**config.mk**
```make
export PLATFORM = sky130hd
export DESIGN_NAME = optical_quadrature_knob_decoder
export DESIGN_NICKNAME = d
export VERILOG_FILES = /design/src/hw/rtl/oqkd_pkg.sv /design/src/hw/rtl/optical_quadrature_knob_decoder.sv
export SDC_FILE = /design/constraint.sdc
export NUM_CORES = 1
export LEC_CHECK = 0
export ABC_AREA = 1
export BUFFER_PORTS_ARGS = -buffer_cell sky130_fd_sc_hd__buf_2
export CAP_MARGIN = 25
export CORE_MARGIN = 2
export CORE_UTILIZATION = 47
export CTS_BUF_LIST = sky130_fd_sc_hd__clkbuf_4 sky130_fd_sc_hd__clkbuf_8
export DETAILED_ROUTE_END_ITERATION = 8
export PLACE_DENSITY = 0.66
export SYNTH_ARGS = -nofsm -noshare
export SYNTH_HDL_FRONTEND = slang
export SYNTH_SLANG_ARGS = --single-unit
```
**constraint.sdc**
```tcl
create_clock -name clk -period 6 [get_ports clk]
set_input_delay 1.2 -clock clk [delete_from_list [all_inputs] [get_ports clk]]
set_output_delay 1.2 -clock clk [all_outputs]
set_load 0.005 [all_outputs]
```
**src/hw/rtl/oqkd_pkg.sv**
```systemverilog
package oqkd_pkg;

  localparam int RUN_BITS   = 8;
  localparam int COUNT_BITS = 8;

  localparam int CFG_BITS   = 8;
  localparam int CFG_IDX_BITS = 2;
  localparam int SAMPLE_BITS = 8;
  localparam int STEP_BITS  = 2;
  localparam int TOTAL_BITS = 8;
  localparam int OUT_DATA_BITS = 16;
  localparam int OUT_PAD_BITS = OUT_DATA_BITS - STEP_BITS - TOTAL_BITS;

  localparam int CMP_BITS = (RUN_BITS > CFG_BITS) ? RUN_BITS : CFG_BITS;
  localparam int TOTAL_EXT_BITS = (COUNT_BITS > TOTAL_BITS) ? COUNT_BITS : TOTAL_BITS;

  localparam logic [CFG_IDX_BITS-1:0] REG_LEVEL_THRESHOLD = 2'd0;
  localparam logic [CFG_IDX_BITS-1:0] REG_HIGH_RUN_LENGTH = 2'd1;
  localparam logic [CFG_IDX_BITS-1:0] REG_LOW_RUN_LENGTH  = 2'd2;

  localparam logic [CFG_BITS-1:0] RST_LEVEL_THRESHOLD = 8'd100;
  localparam logic [CFG_BITS-1:0] RST_HIGH_RUN_LENGTH = 8'd10;
  localparam logic [CFG_BITS-1:0] RST_LOW_RUN_LENGTH  = 8'd40;

  localparam logic OP_SAMPLE = 1'b0;
  localparam logic OP_READ   = 1'b1;

  localparam logic [1:0] QUAD_IDLE = 2'd0;
  localparam logic [1:0] QUAD_A    = 2'd1;
  localparam logic [1:0] QUAD_B    = 2'd2;
  localparam logic [1:0] QUAD_BOTH = 2'd3;

  localparam logic signed [STEP_BITS-1:0] DIR_NONE = 2'sb00;
  localparam logic signed [STEP_BITS-1:0] DIR_CCW  = 2'sb11;
  localparam logic signed [STEP_BITS-1:0] DIR_CW   = 2'sb01;

  localparam logic [RUN_BITS-1:0] RUN_MAX = {RUN_BITS{1'b1}};
  localparam logic signed [COUNT_BITS-1:0] COUNT_MAX = {1'b0, {(COUNT_BITS-1){1'b1}}};
  localparam logic signed [COUNT_BITS-1:0] COUNT_MIN = {1'b1, {(COUNT_BITS-1){1'b0}}};

endpackage

```
**src/hw/rtl/optical_quadrature_knob_decoder.sv**
```systemverilog
// an accepted input passes through the input register, then the result register, to out_tvalid
// throughput: one item per cycle; the input side stalls only while a result waits
// in the result register and out_tready is low
// reset (rst_n low, synchronous): both stages empty, run counters, levels, detent
// machine and turn count cleared, registers back to 100 / 10 / 40
module optical_quadrature_knob_decoder
  import oqkd_pkg::*;
(
  input  logic                     clk,
  input  logic                     rst_n,
  input  logic                     cfg_we,
  input  logic [CFG_IDX_BITS-1:0]  cfg_index,
  input  logic [CFG_BITS-1:0]      cfg_wdata,
  input  logic                     in_tvalid,
  output logic                     in_tready,
  input  logic [7:0]               in_tdata,   // sample_value
  input  logic [1:0]               in_tuser,   // op, sensor_channel
  output logic                     out_tvalid,
  input  logic                     out_tready,
  output logic [OUT_DATA_BITS-1:0] out_tdata   // step[1:0], turn_total[9:2], zero pad
);

  logic [CFG_BITS-1:0] thr_r, high_len_r, low_len_r;

  logic                   s1_valid_r;
  logic                   s1_op_r;
  logic                   s1_ch_r;
  logic [SAMPLE_BITS-1:0] s1_value_r;

  logic                        last_raw_r [2];
  logic [RUN_BITS-1:0]         run_r      [2];
  logic                        qual_r     [2];
  logic [1:0]                  last_quad_r;
  logic                        armed_r;
  logic signed [STEP_BITS-1:0] dir_r;
  logic signed [COUNT_BITS-1:0] count_r;

  logic                         out_valid_r;
  logic [OUT_DATA_BITS-1:0]     out_data_r;

  logic out_free, s1_fire;

  logic                         raw;
  logic [RUN_BITS-1:0]          run_nxt;
  logic                         qual_nxt;
  logic                         qual_a, qual_b;
  logic [1:0]                   quad;
  logic                         armed_nxt;
  logic signed [STEP_BITS-1:0]  dir_nxt;
  logic signed [STEP_BITS-1:0]  step;
  logic signed [COUNT_BITS-1:0] count_nxt;
  logic signed [COUNT_BITS-1:0] total_src;
  logic signed [TOTAL_EXT_BITS-1:0] total_ext;

  assign out_free  = !out_valid_r || out_tready;
  assign in_tready = !s1_valid_r || out_free;
  assign s1_fire   = s1_valid_r && out_free;

  // configuration
  always_ff @(posedge clk) begin
    if (!rst_n) begin
      thr_r      <= RST_LEVEL_THRESHOLD;
      high_len_r <= RST_HIGH_RUN_LENGTH;
      low_len_r  <= RST_LOW_RUN_LENGTH;
    end else if (cfg_we) begin
      case (cfg_index)
        REG_LEVEL_THRESHOLD: thr_r      <= cfg_wdata;
        REG_HIGH_RUN_LENGTH: high_len_r <= cfg_wdata;
        REG_LOW_RUN_LENGTH:  low_len_r  <= cfg_wdata;
        default: ;
      endcase
    end
  end

  // input register
  always_ff @(posedge clk) begin
    if (!rst_n) begin
      s1_valid_r <= 1'b0;
    end else if (in_tready) begin
      s1_valid_r <= in_tvalid;
    end
  end

  always_ff @(posedge clk) begin
    if (in_tready && in_tvalid) begin
      s1_op_r    <= in_tuser[0];
      s1_ch_r    <= in_tuser[1];
      s1_value_r <= in_tdata;
    end
  end

  // channel qualification
  always_comb begin
    raw = s1_value_r > thr_r;
    if (last_raw_r[s1_ch_r] != raw) begin
      run_nxt = '0;
    end else if (run_r[s1_ch_r] != RUN_MAX) begin
      run_nxt = run_r[s1_ch_r] + RUN_BITS'(1);
    end else begin
      run_nxt = run_r[s1_ch_r];
    end
    qual_nxt = qual_r[s1_ch_r];
    if (raw && (CMP_BITS'(run_nxt) > CMP_BITS'(high_len_r))) begin
      qual_nxt = 1'b1;
    end else if (!raw && (CMP_BITS'(run_nxt) > CMP_BITS'(low_len_r))) begin
      qual_nxt = 1'b0;
    end
    qual_a = s1_ch_r ? qual_r[0] : qual_nxt;
    qual_b = s1_ch_r ? qual_nxt : qual_r[1];
    quad   = {qual_b, qual_a};
  end

  // detent machine
  always_comb begin
    armed_nxt = armed_r;
    dir_nxt   = dir_r;
    step      = DIR_NONE;
    if (quad != last_quad_r) begin
      case (quad)
        QUAD_IDLE: begin
          if (armed_r) begin
            armed_nxt = 1'b0;
            step      = dir_r;
          end
        end
        QUAD_A: begin
          if (!armed_r) begin
            dir_nxt = DIR_CCW;
          end else if (dir_r != DIR_CW) begin
            armed_nxt = 1'b0;
          end
        end
        QUAD_B: begin
          if (!armed_r) begin
            dir_nxt = DIR_CW;
          end else if (dir_r != DIR_CCW) begin
            armed_nxt = 1'b0;
          end
        end
        default: armed_nxt = 1'b1;
      endcase
    end
  end

  // turn count
  always_comb begin
    count_nxt = count_r;
    if (step == DIR_CW && count_r != COUNT_MAX) begin
      count_nxt = count_r + COUNT_BITS'(1);
    end else if (step == DIR_CCW && count_r != COUNT_MIN) begin
      count_nxt = count_r - COUNT_BITS'(1);
    end
    total_src = (s1_op_r == OP_READ) ? count_r : count_nxt;
    total_ext = TOTAL_EXT_BITS'(total_src);
  end

  always_ff @(posedge clk) begin
    if (!rst_n) begin
      last_raw_r[0] <= 1'b0;
      last_raw_r[1] <= 1'b0;
      run_r[0]      <= '0;
      run_r[1]      <= '0;
      qual_r[0]     <= 1'b0;
      qual_r[1]     <= 1'b0;
      last_quad_r   <= QUAD_IDLE;
      armed_r       <= 1'b0;
      dir_r         <= DIR_NONE;
      count_r       <= '0;
    end else if (s1_fire) begin
      if (s1_op_r == OP_READ) begin
        count_r <= '0;
      end else begin
        last_raw_r[s1_ch_r] <= raw;
        run_r[s1_ch_r]      <= run_nxt;
        qual_r[s1_ch_r]     <= qual_nxt;
        last_quad_r         <= quad;
        armed_r             <= armed_nxt;
        dir_r               <= dir_nxt;
        count_r             <= count_nxt;
      end
    end
  end

  // result register
  always_ff @(posedge clk) begin
    if (!rst_n) begin
      out_valid_r <= 1'b0;
    end else if (out_free) begin
      out_valid_r <= s1_valid_r;
    end
  end

  always_ff @(posedge clk) begin
    if (s1_fire) begin
      out_data_r <= {{OUT_PAD_BITS{1'b0}}, total_ext[TOTAL_BITS-1:0],
                     (s1_op_r == OP_READ) ? DIR_NONE : step};
    end
  end

  assign out_tvalid = out_valid_r;
  assign out_tdata  = out_data_r;

endmodule

```
==> results.sh <==
export IMPL_critical_path_max_fanout=16
export IMPL_die_area_sq_um=10300
export IMPL_grt_first_pass_wirelength_um=14900
export IMPL_finalSetupTns_ns=0
export IMPL_p_leak_nw=2.20
export IMPL_clock_fmax_mhz=197
export IMPL_skew_ns=0.0145
export IMPL_ctsResizeCount=0
export IMPL_cts_tree="built"
export IMPL_syn_to_final_growth_pct=9.97
export IMPL_critPathArrivalTime_ns=5.17
export IMPL_p_int_mw=0.876
export IMPL_syn_area_per_cell_sq_um=8.27
export IMPL_place_ws_ns=0.976
export IMPL_status="completed"
export IMPL_slew_viol_final=0
export IMPL_peakVddDrop_uv=136
export IMPL_dp_hpwl_um=6560
export IMPL_ys_seq_elements=80
export IMPL_slew_headroom_pct=46.4
export IMPL_swShare_pct=29.2
export IMPL_ys_types=41
export IMPL_power_frac_comb_pct=18.2
export IMPL_wl_per_cell_um=12.5
export IMPL_final_nets=629
export IMPL_via_count=3514
export IMPL_drt_pre_antenna_iters=4
export IMPL_pwr_share_seq_pct=49.4
export IMPL_clk_path_buf_depth=2
export IMPL_die_height_um=101
export IMPL_gp_congestion=0.912
export IMPL_max_stage_delay_ns=0.67
export IMPL_worst_path_max_delay_cell="dfxtp_1"
export IMPL_postLayoutCoreUtil_pct=53.1
export IMPL_worst_setup_path_end_kind="flip-flop"
export IMPL_core_area_sq_um=9240
export IMPL_syn_area_sq_um=4470
export IMPL_synth_edf_count=36
export IMPL_synth_area_leaders="edfxtp_1, dfxtp_1, ha_1"
export IMPL_cp_start_kind="flip-flop"
export IMPL_cts_max_level=3
export IMPL_wl_um=8830
export IMPL_async_flop_share_pct=0
export IMPL_rows=35
export IMPL_rrSetupSlack_ns=0.91
export IMPL_timing_final_ws_setup_ns=0.912
export IMPL_grt_pass1_vias=3309
export IMPL_ys_seq_area_share_pct=43.9
export IMPL_insertion_delay_ns=0.36
export IMPL_reg2regPathDepth=35
export IMPL_finalCritPeriodShare_pct=84.8
export IMPL_hold_violations=0
export IMPL_fillers=879
export IMPL_cts_root_buf="clkbuf_8"
export IMPL_powerDensity_nw_per_um2=252
export IMPL_hold_class="flip-flop to flip-flop"
export IMPL_cts_hold_buf=0
export IMPL_yosysMostFrequentCell="inv_1"
export IMPL_synth_top_area_cell="edfxtp_1"
export IMPL_rsz0062_at_grt="no"
export IMPL_worstMarginPinSlew_ns=0.798
export IMPL_drt_initial_drc_count=138
export IMPL_synth_top_area_share_pct=24.2
export IMPL_timing_rr_end="out_tdata[6]$_DFFE_PP_"
export IMPL_die_w_um=101
export IMPL_clkSinkCount=80
export IMPL_start_util_pct=48.3
export IMPL_report_final_setup_viol=0
export IMPL_drive_above_1_share_pct=14.4
export IMPL_grt_remaining_overflow=0
export IMPL_p_total_mw=1.24
export IMPL_num_antenna_cells=0
export IMPL_worstSetupEndpoint="out_tdata[6]$_DFFE_PP_"
export IMPL_ios=43
export IMPL_cts_setup_buffers=0
export IMPL_period_needed_ns=5.09
export IMPL_synthCells=540
export IMPL_drc=0
export IMPL_ys_flop_type="dfxtp_1"
export IMPL_portBuffers=36
export IMPL_drtAntennaViolNets=0
export IMPL_hold_depth=2
export IMPL_antenna_found_initial=0
export IMPL_worst_path_most_repeated_cell="nand2_1"
export IMPL_cap_viol_max_count=0
export IMPL_p_sw_mw=0.362
export IMPL_viasPerCell=4.97
export IMPL_cts_buffers=9
export IMPL_grtUsageTotal_pct=18.5
export IMPL_worstPathRequired_ns=6.08
export IMPL_yosys_warnings=0
export IMPL_synthTopCellsByCount="inv_1, nand2_1, nor2_1"
export IMPL_grt_max_degree=42
export IMPL_path_clk_slew_ns=0.08
export IMPL_path_class="flip-flop to flip-flop"
export IMPL_clock_power_share_pct=32.4
[flip-flops by register name (all words and copies together) (netlist names), 2 cells and up, named ones only]
name / flops
s1_value_r: 8
last_raw_r: 2
last_quad_r: 2
thr_r: 8
run_r: 16
count_r: 8
dir_r: 2
high_len_r: 8
out_tdata: 10
qual_r: 2
low_len_r: 8
[layout make-up]
class                   instances  area (sq um)  share of cell area [%]
repair buffers                 37           188                    3.82
well taps                     129           161                    3.29
multi-input cells             352          2050                    41.8
clock inverters                 6          66.3                    1.35
clock buffers                  10           131                    2.68
flip-flops and latches         80          1960                    39.9
inverters                      93           349                    7.11
[routing by layer]
metal  up-vias  wire length, um  share of wire, %  global-route usage, %
li1       1844                -                 -                      -
met1      1609             4300                49                   24.7
met2        52             4090                46                   30.1
met3         9              318               3.6                   4.28
met4         0              120               1.4                   5.61
met5         -                0                 0                      0
[cell families (layout without fill, tap and decap cells)]
group                      after synthesis  count (layout)  share of synthesized area (%)
adders and majority gates               31              31                           8.69
DFF                                     80              80                           43.9
buffers and inverters                  113             146                           10.5
and+or+nand+nor                        197             197                           21.4
other                                    1               6                         0.0840
xor gates and xnor gates                 5               5                          0.981
muxes                                    4               4                          0.925
AOI/OAI and AO/OA                      109             109                           13.4
[critical path: cells and delay by family (launching register included)]
| family | cells | cell delay [ns] |
|---|---|---|
| adders and majority gates | 3 | 0.62 |
| and+or+nand+nor | 21 | 2.22 |
| buffers and inverters | 8 | 0.67 |
| AOI/OAI and AO/OA | 3 | 0.61 |
| DFF | 1 | 0.67 |
[metrics by stage]
stage,area [sq um],std cells,hold slack (ns)
6_report,4910,707,0.464
3_3_place_gp,4710,691,0.451
4_1_cts,4910,707,0.469
5_1_grt,4910,707,0.492
2_1_floorplan,4480,545,0.435
3_5_place_dp,4710,691,0.456
[power groups by stage]
stage                     clock network, mW  registers [mW]  logic [mW]
final                                 0.401           0.612       0.225
after global placement                    0           0.624       0.219
after floorplan                           0           0.619       0.182
after global routing                  0.437           0.615       0.260
after detailed placement                  0           0.625       0.225
after CTS                             0.413           0.612       0.226
[cells in the final DEF, fill, tap and decap left out, types with 8 or more instances in the layout]
cell type | Yosys | final
a21oi_1 | 36 | 36
buf_2 | 0 | 36
clkbuf_8 | 0 | 9
dfxtp_1 | 44 | 44
edfxtp_1 | 36 | 36
ha_1 | 31 | 31
inv_1 | 91 | 91
nand2_1 | 76 | 76
nand3_1 | 24 | 24
nand4_1 | 16 | 16
nor2_1 | 48 | 48
o211ai_1 | 8 | 8
o21ai_0 | 44 | 44
o21ai_1 | 10 | 10
[how the worst min path moves through the flow]
stage	startpoint	to	slack (ns)
after floorplan	high_len_r[6]$_SDFFE_PN0P_	high_len_r[6]$_SDFFE_PN0P_	0.44
after global placement	thr_r[1]$_SDFFE_PN0P_	thr_r[1]$_SDFFE_PN0P_	0.45
after detailed placement	thr_r[1]$_SDFFE_PN0P_	thr_r[1]$_SDFFE_PN0P_	0.46
after CTS	thr_r[1]$_SDFFE_PN0P_	thr_r[1]$_SDFFE_PN0P_	0.47
after global routing	thr_r[1]$_SDFFE_PN0P_	thr_r[1]$_SDFFE_PN0P_	0.49
final	thr_r[1]$_SDFFE_PN0P_	thr_r[1]$_SDFFE_PN0P_	0.46
(Power assumes the default switching activity.)
